## config.mk

```make
export PLATFORM = sky130hd
export DESIGN_NAME = voice_steal_allocator
export DESIGN_NICKNAME = d
export VERILOG_FILES = /design/src/rtl/vsa_pkg.sv /design/src/rtl/voice_steal_allocator.sv /design/src/rtl/vsa_mem.sv /design/src/rtl/vsa_score.sv
export VERILOG_INCLUDE_DIRS = /design/src /design/src/rtl
export SDC_FILE = /design/constraint.sdc
export NUM_CORES = 2
export LEC_CHECK = 0
export ABC_AREA = 1
export BUFFER_PORTS_ARGS = -buffer_cell sky130_fd_sc_hd__buf_4
export CAP_MARGIN = 15
export CORE_MARGIN = 4
export CORE_UTILIZATION = 40
export DETAILED_ROUTE_END_ITERATION = 10
export PLACE_DENSITY_LB_ADDON = 0.15
export RECOVER_POWER = 100
export SKIP_CTS_REPAIR_TIMING = 1
export SYNTH_ARGS = -nofsm -noshare
export SYNTH_HDL_FRONTEND = slang
export SYNTH_SLANG_ARGS = --single-unit
```

## constraint.sdc

```tcl
create_clock -name clk_i -period 7.75 [get_ports clk_i]
set_input_delay 0.775 -clock clk_i [delete_from_list [all_inputs] [get_ports clk_i]]
set_output_delay 0.775 -clock clk_i [all_outputs]
set_load 0.01 [all_outputs]
```

## src/rtl/voice_steal_allocator_macros.svh

```systemverilog
// Assertion macros used by the voice allocator module.
`ifndef VOICE_STEAL_ALLOCATOR_MACROS_SVH
`define VOICE_STEAL_ALLOCATOR_MACROS_SVH

// Same-cycle implication, checked on every rising edge outside reset.
`define VSA_ASSERT_NOW(label, ante, cons) \
  label: assert property (@(posedge clk_i) disable iff (!rst_ni) (ante) |-> (cons)) \
    else $error("voice allocator check failed");

// Next-cycle implication, checked on every rising edge outside reset.
`define VSA_ASSERT_NEXT(label, ante, cons) \
  label: assert property (@(posedge clk_i) disable iff (!rst_ni) (ante) |=> (cons)) \
    else $error("voice allocator check failed");

`endif

```

## src/rtl/vsa_pkg.sv

```systemverilog
// Types and constants shared by the voice allocator modules.
package vsa_pkg;

  localparam int unsigned VoiceCountDefault = 32;
  localparam int unsigned HIdxW             = 9;
  localparam int unsigned PrioWeight        = 256;

  localparam logic [31:0] ScoreAbsent = 32'h4000_0000;
  localparam logic [31:0] ScoreFloor  = 32'hC000_0000;
  localparam logic [31:0] GenStep     = 32'd512;
  localparam int unsigned IdleBonusShift = 27;

  typedef enum logic [1:0] {
    CmdAlloc  = 2'd0,
    CmdStatus = 2'd1,
    CmdQuery  = 2'd2,
    CmdStop   = 2'd3
  } cmd_e;

  typedef enum logic [1:0] {
    PlayIdle    = 2'd0,
    PlayPlaying = 2'd1,
    PlayLooping = 2'd2
  } play_e;

  typedef enum logic [2:0] {
    StIdle,
    StScan,
    StDrain,
    StCommit,
    StLookup,
    StCheck,
    StStatus
  } state_e;

  typedef struct packed {
    logic [1:0]  command;
    logic [31:0] now_ticks;
    logic signed [31:0] priority_req;
    logic [7:0]  sample_index;
    logic [31:0] voice_handle;
    logic [4:0]  voice_select;
    logic        is_playing;
    logic        is_looping;
    logic        is_present;
  } in_item_t;

  typedef struct packed {
    logic [4:0]  chosen_voice;
    logic [31:0] new_handle;
    logic        recycled;
    logic        handle_valid;
    logic [1:0]  play_state;
  } out_item_t;

  typedef struct packed {
    logic present;
    logic playing;
    logic looping;
  } voice_flags_t;

  typedef struct packed {
    logic [31:0] tag;
    logic [31:0] start_time;
    logic [31:0] prio;
    logic [7:0]  sample;
  } voice_rec_t;

  // What the scorer hands back for one voice.
  typedef struct packed {
    logic [31:0] score;
    logic [31:0] tag;
  } scored_t;

endpackage

```

## src/rtl/voice_steal_allocator.sv

```systemverilog
// Voice allocator with priority- and age-based stealing over a pool of playback voices.
// Allocate reads each voice in turn, drains the scorer, then commits.
// Query and stop read the addressed voice, then check it; a status write needs no read; one item at a time.
// Allocate time is set by the single read port of the voice memories, walked once per allocate.
// A result waits in an output register while the next beat is taken in.
// Reset empties the pool at once through per-entry written bits; no clearing pass.
module voice_steal_allocator #(
  parameter int unsigned VoiceCount = vsa_pkg::VoiceCountDefault
) (
  input  logic               clk_i,
  input  logic               rst_ni,
  input  logic               in_valid_i,
  output logic               in_stall_o,
  input  vsa_pkg::in_item_t  in_data_i,
  output logic               out_valid_o,
  input  logic               out_stall_i,
  output vsa_pkg::out_item_t out_data_o
);
  import vsa_pkg::*;

  `include "voice_steal_allocator_macros.svh"

  localparam int unsigned IdxW    = $clog2(VoiceCount);
  localparam logic [IdxW-1:0] LastIdx = IdxW'(VoiceCount - 1);
  localparam int unsigned FlagW   = $bits(voice_flags_t);
  localparam int unsigned RecW    = $bits(voice_rec_t);

  state_e          state_q, state_d;
  in_item_t        item_q;
  logic [IdxW-1:0] cnt_q, cnt_d;

  logic            out_valid_q;
  out_item_t       out_q, out_d;
  logic            out_load;
  logic            out_free;
  logic            accept;

  logic            rd_en;
  logic [IdxW-1:0] rd_addr;
  logic            flag_wr_en;
  logic            rec_wr_en;
  logic [IdxW-1:0] wr_addr;
  voice_flags_t    flag_wr_data;
  voice_rec_t      rec_wr_data;
  logic [FlagW-1:0] flag_rd_raw;
  logic [RecW-1:0]  rec_rd_raw;
  voice_flags_t    flag_rd;
  voice_rec_t      rec_rd;

  logic            scan_pend_q;
  logic [IdxW-1:0] scan_idx_q;
  logic            sc_vld;
  logic [IdxW-1:0] sc_idx;
  scored_t         sc_res;

  logic            found_q;
  logic [31:0]     best_score_q;
  logic [IdxW-1:0] best_idx_q;
  logic [31:0]     best_tag_q;
  logic [31:0]     tag0_q;
  logic            take_best;

  logic [HIdxW-1:0] hidx;
  logic             h_in_range;
  logic             h_ok;
  logic [HIdxW-1:0] sel_ext;
  logic             sel_ok;
  logic [HIdxW-1:0] best_idx_ext;
  logic [31:0]      new_tag;

  assign accept     = in_valid_i && !in_stall_o;
  assign in_stall_o = (state_q != StIdle);
  assign out_free   = !out_valid_q || !out_stall_i;

  vsa_mem #(.Depth(VoiceCount), .Width(FlagW), .AddrW(IdxW)) u_flag_mem (
    .clk_i,
    .rst_ni,
    .wr_en_i   (flag_wr_en),
    .wr_addr_i (wr_addr),
    .wr_data_i (flag_wr_data),
    .rd_en_i   (rd_en),
    .rd_addr_i (rd_addr),
    .rd_data_o (flag_rd_raw)
  );

  vsa_mem #(.Depth(VoiceCount), .Width(RecW), .AddrW(IdxW)) u_rec_mem (
    .clk_i,
    .rst_ni,
    .wr_en_i   (rec_wr_en),
    .wr_addr_i (wr_addr),
    .wr_data_i (rec_wr_data),
    .rd_en_i   (rd_en),
    .rd_addr_i (rd_addr),
    .rd_data_o (rec_rd_raw)
  );

  assign flag_rd = voice_flags_t'(flag_rd_raw);
  assign rec_rd  = voice_rec_t'(rec_rd_raw);

  vsa_score #(.IdxW(IdxW)) u_score (
    .clk_i,
    .rst_ni,
    .vld_i   (scan_pend_q),
    .idx_i   (scan_idx_q),
    .flags_i (flag_rd),
    .rec_i   (rec_rd),
    .now_i   (item_q.now_ticks),
    .prio_i  (item_q.priority_req),
    .vld_o   (sc_vld),
    .idx_o   (sc_idx),
    .res_o   (sc_res)
  );

  // Handle and select decoding.
  assign hidx         = item_q.voice_handle[HIdxW-1:0];
  assign h_in_range   = 32'(hidx) < VoiceCount;
  assign h_ok         = h_in_range && flag_rd.present &&
                        (item_q.voice_handle[31:HIdxW] == rec_rd.tag[31:HIdxW]);
  assign sel_ext      = HIdxW'(item_q.voice_select);
  assign sel_ok       = 32'(sel_ext) < VoiceCount;
  assign best_idx_ext = HIdxW'(best_idx_q);
  assign new_tag      = {best_tag_q[31:HIdxW], best_idx_ext} + GenStep;

  // Later voices win ties, hence the greater-or-equal.
  assign take_best = sc_vld && ($signed(sc_res.score) >= $signed(best_score_q));

  always_ff @(posedge clk_i or negedge rst_ni) begin
    if (!rst_ni) begin
      state_q     <= StIdle;
      cnt_q       <= '0;
      out_valid_q <= 1'b0;
      scan_pend_q <= 1'b0;
      found_q     <= 1'b0;
    end else begin
      state_q     <= state_d;
      cnt_q       <= cnt_d;
      scan_pend_q <= (state_q == StScan);
      if (out_load) begin
        out_valid_q <= 1'b1;
      end else if (!out_stall_i) begin
        out_valid_q <= 1'b0;
      end
      if (accept) begin
        found_q <= 1'b0;
      end else if (take_best) begin
        found_q <= 1'b1;
      end
    end
  end

  always_ff @(posedge clk_i) begin
    if (accept) begin
      item_q <= in_data_i;
    end
    if (out_load) begin
      out_q <= out_d;
    end
    scan_idx_q <= rd_addr;
    if (accept) begin
      best_score_q <= ScoreFloor;
    end else if (take_best) begin
      best_score_q <= sc_res.score;
      best_idx_q   <= sc_idx;
      best_tag_q   <= sc_res.tag;
    end
    if (sc_vld && sc_idx == '0) begin
      tag0_q <= sc_res.tag;
    end
  end

  always_comb begin
    state_d      = state_q;
    cnt_d        = cnt_q;
    rd_en        = 1'b0;
    rd_addr      = cnt_q;
    flag_wr_en   = 1'b0;
    rec_wr_en    = 1'b0;
    wr_addr      = best_idx_q;
    flag_wr_data = '0;
    rec_wr_data  = '0;
    out_load     = 1'b0;
    out_d        = '0;
    case (state_q)
      StIdle: begin
        cnt_d = '0;
        if (accept) begin
          case (in_data_i.command)
            CmdAlloc:  state_d = StScan;
            CmdStatus: state_d = StStatus;
            default:   state_d = StLookup;
          endcase
        end
      end
      StScan: begin
        rd_en = 1'b1;
        if (cnt_q == LastIdx) begin
          state_d = StDrain;
        end else begin
          cnt_d = cnt_q + 1'b1;
        end
      end
      StDrain: begin
        if (sc_vld && sc_idx == LastIdx) begin
          state_d = StCommit;
        end
      end
      StCommit: begin
        rec_wr_data.tag        = new_tag;
        rec_wr_data.start_time = item_q.now_ticks;
        rec_wr_data.prio       = item_q.priority_req;
        rec_wr_data.sample     = item_q.sample_index;
        if (out_free) begin
          out_load = 1'b1;
          // Recycling also releases the voice until the engine reports again.
          flag_wr_en = found_q;
          rec_wr_en  = found_q;
          out_d.chosen_voice = found_q ? best_idx_ext[4:0] : 5'd0;
          out_d.new_handle   = found_q ? new_tag : tag0_q;
          out_d.recycled     = found_q;
          state_d = StIdle;
        end
      end
      StLookup: begin
        rd_en   = 1'b1;
        rd_addr = hidx[IdxW-1:0];
        state_d = StCheck;
      end
      StCheck: begin
        wr_addr = hidx[IdxW-1:0];
        flag_wr_data.present = flag_rd.present;
        if (out_free) begin
          out_load = 1'b1;
          flag_wr_en = h_ok && (item_q.command == CmdStop);
          out_d.chosen_voice = h_in_range ? hidx[4:0] : 5'd0;
          out_d.handle_valid = h_ok;
          if (h_ok && item_q.command == CmdQuery) begin
            if (flag_rd.looping) begin
              out_d.play_state = PlayLooping;
            end else if (flag_rd.playing) begin
              out_d.play_state = PlayPlaying;
            end else begin
              out_d.play_state = PlayIdle;
            end
          end
          state_d = StIdle;
        end
      end
      StStatus: begin
        wr_addr = sel_ext[IdxW-1:0];
        flag_wr_data.present = item_q.is_present;
        flag_wr_data.playing = item_q.is_playing;
        flag_wr_data.looping = item_q.is_looping;
        if (out_free) begin
          out_load   = 1'b1;
          flag_wr_en = sel_ok;
          out_d.chosen_voice = item_q.voice_select;
          state_d = StIdle;
        end
      end
      default: begin
        state_d = StIdle;
      end
    endcase
  end

  assign out_valid_o = out_valid_q;
  assign out_data_o  = out_q;

  `VSA_ASSERT_NOW(a_rec_write_only_when_found, rec_wr_en, found_q && out_load)
  `VSA_ASSERT_NEXT(a_busy_after_accept, accept, in_stall_o)
  `VSA_ASSERT_NOW(a_score_only_while_allocating, sc_vld, state_q == StScan || state_q == StDrain)
  `VSA_ASSERT_NEXT(a_load_sets_valid, out_load, out_valid_o)

endmodule

```

## src/rtl/vsa_mem.sv

```systemverilog
// Synchronous voice memory with one write and one registered read port; unwritten entries read zero.
module vsa_mem #(
  parameter int unsigned Depth = 32,
  parameter int unsigned Width = 8,
  parameter int unsigned AddrW = $clog2(Depth)
) (
  input  logic             clk_i,
  input  logic             rst_ni,
  input  logic             wr_en_i,
  input  logic [AddrW-1:0] wr_addr_i,
  input  logic [Width-1:0] wr_data_i,
  input  logic             rd_en_i,
  input  logic [AddrW-1:0] rd_addr_i,
  output logic [Width-1:0] rd_data_o
);

  logic [Width-1:0] mem [Depth];
  logic [Depth-1:0] written_q;
  logic [Width-1:0] rd_data_q;
  logic             rd_written_q;

  always_ff @(posedge clk_i or negedge rst_ni) begin
    if (!rst_ni) begin
      written_q    <= '0;
      rd_written_q <= 1'b0;
    end else begin
      if (wr_en_i) begin
        written_q[wr_addr_i] <= 1'b1;
      end
      if (rd_en_i) begin
        rd_written_q <= written_q[rd_addr_i];
      end
    end
  end

  always_ff @(posedge clk_i) begin
    if (wr_en_i) begin
      mem[wr_addr_i] <= wr_data_i;
    end
    if (rd_en_i) begin
      rd_data_q <= mem[rd_addr_i];
    end
  end

  // An entry never written reads as zero.
  assign rd_data_o = rd_written_q ? rd_data_q : '0;

endmodule

```

## src/rtl/vsa_score.sv

```systemverilog
// Two-stage pipeline that scores one voice per cycle for voice stealing.
module vsa_score #(
  parameter int unsigned IdxW = 5
) (
  input  logic                  clk_i,
  input  logic                  rst_ni,
  input  logic                  vld_i,
  input  logic [IdxW-1:0]       idx_i,
  input  vsa_pkg::voice_flags_t flags_i,
  input  vsa_pkg::voice_rec_t   rec_i,
  input  logic [31:0]           now_i,
  input  logic [31:0]           prio_i,
  output logic                  vld_o,
  output logic [IdxW-1:0]       idx_o,
  output vsa_pkg::scored_t      res_o
);
  import vsa_pkg::*;

  localparam int unsigned CShift = $clog2(PrioWeight) + 1;

  logic            v1_q;
  logic [IdxW-1:0] idx1_q;
  logic            absent1_q;
  logic [1:0]      bonus1_q;
  logic [31:0]     d1_q;
  logic [31:0]     t1_q;
  logic [31:0]     tag1_q;

  logic            v2_q;
  logic [IdxW-1:0] idx2_q;
  scored_t         res2_q;
  scored_t         res2_d;

  logic signed [31:0] sh;
  logic signed [2:0]  c;
  logic [31:0]        c_ext;
  logic [31:0]        offset;

  always_ff @(posedge clk_i or negedge rst_ni) begin
    if (!rst_ni) begin
      v1_q <= 1'b0;
      v2_q <= 1'b0;
    end else begin
      v1_q <= vld_i;
      v2_q <= v1_q;
    end
  end

  always_ff @(posedge clk_i) begin
    idx1_q    <= idx_i;
    absent1_q <= !flags_i.present;
    bonus1_q  <= 2'({1'b0, !flags_i.playing} + {1'b0, !flags_i.looping});
    d1_q      <= prio_i - rec_i.prio;
    t1_q      <= now_i - rec_i.start_time;
    tag1_q    <= rec_i.tag;
    idx2_q    <= idx1_q;
    res2_q    <= res2_d;
  end

  // The priority difference is clamped to two steps either way.
  always_comb begin
    sh = $signed(d1_q) >>> 2;
    if (sh > 32'sd1) begin
      c = 3'sd2;
    end else if (sh < -32'sd2) begin
      c = -3'sd2;
    end else begin
      c = sh[2:0];
    end
    c_ext  = {{29{c[2]}}, c};
    offset = (32'(bonus1_q) << IdleBonusShift) + (c_ext << CShift);
    res2_d.tag   = tag1_q;
    res2_d.score = absent1_q ? ScoreAbsent : ((t1_q << 1) + offset);
  end

  assign vld_o = v2_q;
  assign idx_o = idx2_q;
  assign res_o = res2_q;

endmodule

```

# Yosys cells after proc, flatten, opt, wreduce, memory -nomap -nowiden
# Memories as Yosys holds them, arrays and structs flattened. A register that Yosys moved wholly into a read port is not among the register bits.
# Cells that the tools add are included.
# Widths: inputs -> output; s select.
# classes
add_sub_neg	7
n_lt_le_gt_ge	8
eq_ne	18
n_mux	48
n_bitwise	6
reduce_logical	31
# op_table
op	n
$mux 104	2
$or 32x32->32	2
$mux 38	1
$add 32x10->32 const B	1
$add 32x32->32	1
$ge 32x32->1	1
$mux 32	1
$sub 32x32->32	1
$add 30x12->31	1
$sub 31x31->31	1
$gt 30x2->1 const B	1
$lt 30x2->1 const B	1
$mux 5	6
$eq 23x23->1	1
$mux 3	7
$pmux 5 s2	2
$mux 1	19
$lt 5x6->1 const B	3
$pmux 3 s5	1
$pmux 5 s3	1
$bmux 1 s5	2
$eq 5x5->1 const B	2
$eq 3x3->1 const B	3
$logic_and 1x1->1	9
29 further kinds	48
# totals
register_bits	512
mem_bits_rw	3424
input_bits	118
output_inout_bits	43
word_cells	161
mem_count	2
# memory_table
name	depth	word_bits	read_ports	rd_ports_with_merged_regs	write_ports	line_no	rtl
u_rec_mem.mem	32	104	1	1	1	vsa_mem.sv:17	logic [Width-1:0] mem [Depth];
u_flag_mem.mem	32	3	1	1	1	vsa_mem.sv:17	

# Logic depth before layout (Yosys ltp)
# logic_depth
depth_word	8
mapped_depth	19
ltp_nobuf	18

# Cells and area by module
# A second synthesis with hierarchy kept.
# unflattened
hier_cells	13745
area_unflattened_um2	163150.2
# modules_own_cells
module	n_inst	cells_per_inst	area_each_um2	seq_area_each_um2
vsa_mem at u_rec_mem	1	10769	136388.3	103884.6
voice_steal_allocator	1	1078	11532.3	7472.2
vsa_score	1	1386	9661.8	3433.3
vsa_mem at u_flag_mem	1	512	5567.8	3798.6

# Least setup slack after synthesis
# Ideal clock, no wire load.
# synth_path
path_type	input port to flip-flop
from	in out_stall_i
to	mem u_rec_mem.mem[28][100] (netlist bit) (enable)
setup_time_ns	0.542
arrival_time_ns	5.645
t_required_ns	7.208
path_slack_ns	1.563
cell_stages	9
n_path_buf	2
path_cell_list	nand2_1 -> inv_1 -> nor2_1 -> inv_2 -> nor2_1 -> inv_1 -> clkbuf_1 -> clkbuf_1 -> nor2_1
# synth_via
elab_chain_len	6
# synth_rtl
element	line_no	rtl
from (decl)	voice_steal_allocator.sv:16	input logic out_stall_i,
$logic_not 1->1	--	
$logic_or 1x1->1	voice_steal_allocator.sv:73	assign out_free = !out_valid_q || !out_stall_i;
$mux 1	voice_steal_allocator.sv:212	if (out_free) begin
$mux 1	voice_steal_allocator.sv:183	case (state_q)
$mux 1	vsa_mem.sv:37	if (wr_en_i) begin
$mux 1 (not written as such)	vsa_mem.sv:38	mem[wr_addr_i] <= wr_data_i;
to (decl)	vsa_mem.sv:17	
# No other way between the ends.

# Final worst setup path
# layout_path
from	reg state_q[0]
to	reg u_rec_mem.rd_data_q[14] (read register of u_rec_mem.mem), data pin
# layout_via
elab_chain_len	3
word_cells_on_any_way	5
classes_between	eq/ne (2); mux (2); reduce/logical (1)
# layout_rtl
element	line_no	rtl
from (decl)	voice_steal_allocator.sv:28	state_e state_q, state_d;
from (signal assigned)	voice_steal_allocator.sv:129	state_q <= StIdle;
from (signal assigned)	voice_steal_allocator.sv:135	state_q <= state_d;
$eq 3x1->1 / $eq 3x3->1 (equally long branches)	voice_steal_allocator.sv:183	
$reduce_or 2->1 (no line)	--	
$mux 1	voice_steal_allocator.sv:183	
to (decl)	vsa_mem.sv:19	logic [Width-1:0] rd_data_q;
# Parallel ways exist; a longest one is shown, timed or not.
# A chain may end at the register's enable or synchronous reset.

==> out/metrics.cfg <==
[run_status]
outcome=finished, violations left
violations=capacitance limit, slew limit

[clocking]
root_buffer=sky130_fd_sc_hd__clkbuf_16
path_clk_slew_ps=60
num_cts_buffers=381
cts.htree.levels=5
cts_tree=built
worstSkewPairLatency_ps=960
cts.sink_count=3576
clock_tree.buffer_depth=4

[timing]
fin_setup_tns_ps=0
worst_hold_slack_ps=152.5
fmax_mhz=168.3
min_period_over_period=0.7667
layout_skew_ps=35.12
final-hold-violation-count=0
worst_slack_ps=1808
timing.slew.headroom=-1.292
timing_worst_slew_pin_value_ps=3437
layout_min_cycle_time_ps=5942
report.final.slew_viol_count=2998
grt_setup_unrepaired=false
report.final.setup_viol=0

[detailed_routing]
drt_iter0_markers=10408
wl_per_cell_microns=25.04
remaining_drc_errors=0
final_antenna_net_count=0
maxUsedRoutingLayer=met5
drt_wl_total_microns=442000
average_vias_per_placed_instance=5.467
drt_pre_antenna_iters=8
routed-via-count=96498
detailroute.wirelength.met2_microns=210400
met3RoutedLength_microns=27490
drt-met1-wl_microns=189400

[grt]
total_gr_overflow=0
grtUsageTotal=0.2301
largest_net_degree_at_the_start_of_global_routing=207
wire_length_of_the_first_global_routing_pass_microns=639300
grt_pass1_vias=92202
grt_antenna_before_repair=11

[logic_synthesis]
synth_edf_count=3300
post_synth_cell_types=50
yosysWarnings=0
portion_of_synthesized_cell_area_occupied_by_the_leading_cell_type=0.6833
syn-instance-count=12420
yosys_register_bits=3576
synth.avg_cell_area_sq_um=11.68
postSynth.asyncResetShare=0.02209
syn_area_sq_um=145000
yosys.cell_count.top_type=sky130_fd_sc_hd__nand2_1
postSynth.topFlopCell=sky130_fd_sc_hd__edfxtp_1
synth.yosys.seq_area_share=0.7242
synth_top_cells_by_area=sky130_fd_sc_hd__edfxtp_1 (68%), sky130_fd_sc_hd__nand3_1 (9.4%), sky130_fd_sc_hd__nand2_1 (9.0%)
synthTopCellsByCount=sky130_fd_sc_hd__nand2_1 (3491), sky130_fd_sc_hd__edfxtp_1 (3300), sky130_fd_sc_hd__nand3_1 (2732)
post-synth-top-area-cell=sky130_fd_sc_hd__edfxtp_1

[floorplan]
floorplan.rows=220
dieWidth_microns=610.1
die_area_sq_um=372200
fp.dieH_microns=610.1
design.core.area_sq_um=360000
floorplan.initialDensity=0.4028
ioPinCount=161

[finish]
post_route_cells_drive_above_1_share=0.06240
multi_input_comb_area_sq_um=35130
sequential_cell_area_sq_um=105000
layout-area-overhead-vs-synth_pct=12.96
fin_nets=12770
nFillCells=32648

[setup_path]
end_kind=register
type_of_element_launching_the_critical_path=register
crit_type=reg -> reg
timing.critical_path.fanout_max=56
timing.critical_path.required_ps=8420
worstPathArrival_ps=6610

[place]
setup_ws_pre_cts_ps=3181
gp_congestion=0.8547
place.detailed.hpwl_microns=217000
count_of_input_and_output_buffers=147

[run]
maxCapViolCount=77

[pwr]
power_density_nw_per_um2=389.4
peakVddDrop_uv=437.9
power.total_mw=63.79
p_leak_nw=60.05

[worst_hold_path]
min-delay-path-class=in -> reg

-- routing by layer --
layer / vias to the layer above / track usage
met5: - / 0
met4: 2 / 0.07046
met3: 665 / 0.02754
met2: 3487 / 0.3802
met1: 48336 / 0.3191
li1: 44008 / -
-- where the power goes --
group	switching, mW	total (mW)	internal (mW)
combinational	16.3	22.6	6.21
sequential	0.795	23.6	22.8
clock	7.59	17.7	10.1
total	24.7	63.8	39.1
-- state kept, by name, indices dropped and copies added (netlist names), 3 cells and up --
| register | flops |
|---|---|
| tag0_q | 28 |
| u_score.res_o | 59 |
| cnt_q | 5 |
| best_score_q | 31 |
| item_q | 96 |
| u_score.idx1_q | 5 |
| u_rec_mem.rd_data_q | 91 |
| state_q | 3 |
| out_data_o | 37 |
| u_flag_mem.written_q | 32 |
| u_flag_mem.mem | 96 |
| hidx | 9 |
| scan_idx_q | 5 |
| u_score.tag1_q | 28 |
| u_flag_mem.rd_data_q | 3 |
| u_rec_mem.written_q | 32 |
| u_rec_mem.mem | 2912 |
| u_score.t1_q | 31 |
| u_score.d1_q | 30 |
| best_idx_q | 5 |
| u_score.idx_o | 5 |
| best_tag_q | 23 |
-- through the flow --
| step | std cells | utilization | area [sq um] |
|---|---|---|---|
| after floorplan | 12423 | - | 145000 |
| after global placement | 16814 | 0.4210 | 151600 |
| after detailed placement | 16815 | 0.4211 | 151600 |
| after CTS | 17520 | 0.4545 | 163700 |
| after global routing | 17648 | 0.4550 | 163800 |
| final | 17650 | 0.4550 | 163800 |
-- worst paths after layout --
path | start | slack [ps] | to | depth (start not counted)
setup / recovery | state_q[0] | 1810 | u_rec_mem.rd_data_q[14] | 12
hold / removal | in_data_i[113] | 150 | item_q[113] | 1
setup reg to reg | state_q[0] | 1810 | u_rec_mem.rd_data_q[14] | 12
hold reg to reg | u_score.tag1_q[10] | 320 | u_score.res_o[10] | 0
max in group asynchronous | rst_ni | 3500 | u_score.v1_q | 3
min in group asynchronous | rst_ni | 1190 | out_valid_o | 2
-- layout make-up --
cell class,count,share of cell area
inverters,461,0.01084
clock inverters,216,0.01125
repair buffers,465,0.02355
clock buffers,489,0.06221
multi-input cells,7662,0.2145
diodes,8,0.0001222
flip-flops and latches,3576,0.6411
well taps,4773,0.03646
-- placed cells by master (no fill, tap or decap), drive strengths merged, types with 107 or more instances in the layout --
cell	count
nand3	2735
dfxtp	197
inv	477
edfxtp	3300
a21oi	118
buf	107
nand2	3496
o21ai	332
clkbuf	744
nor2	498
clkinv	166
-- kinds of logic (layout without fill, tap and decap cells) --
group / count (synthesis) / after routing / synth area share
AOI/OAI and AO/OA: 608 / 608 / 0.02304
xor gates and xnor gates: 92 / 92 / 0.005556
adders and majority gates: 105 / 105 / 0.009163
buffers and inverters: 1185 / 1631 / 0.03456
DFF: 3576 / 3576 / 0.7242
other: 1 / 12 / 0.00002586
and+or+nand+nor: 6853 / 6853 / 0.2035
-- worst max-delay path: stages, from the launching register on --
cell and delay (ps):
sky130_fd_sc_hd__dfrtp_1 440, sky130_fd_sc_hd__nor2_1 300, sky130_fd_sc_hd__nand2_1 460, sky130_fd_sc_hd__inv_1 240, sky130_fd_sc_hd__nand2_1 80, sky130_fd_sc_hd__nand2_1 2040, sky130_fd_sc_hd__buf_4 910, sky130_fd_sc_hd__o21ai_0 230
sky130_fd_sc_hd__o22ai_1 160, sky130_fd_sc_hd__nand2_1 70, sky130_fd_sc_hd__nand3_1 140, sky130_fd_sc_hd__nand3_1 90, sky130_fd_sc_hd__nand2_1 430
(Power assumes the default switching activity.)
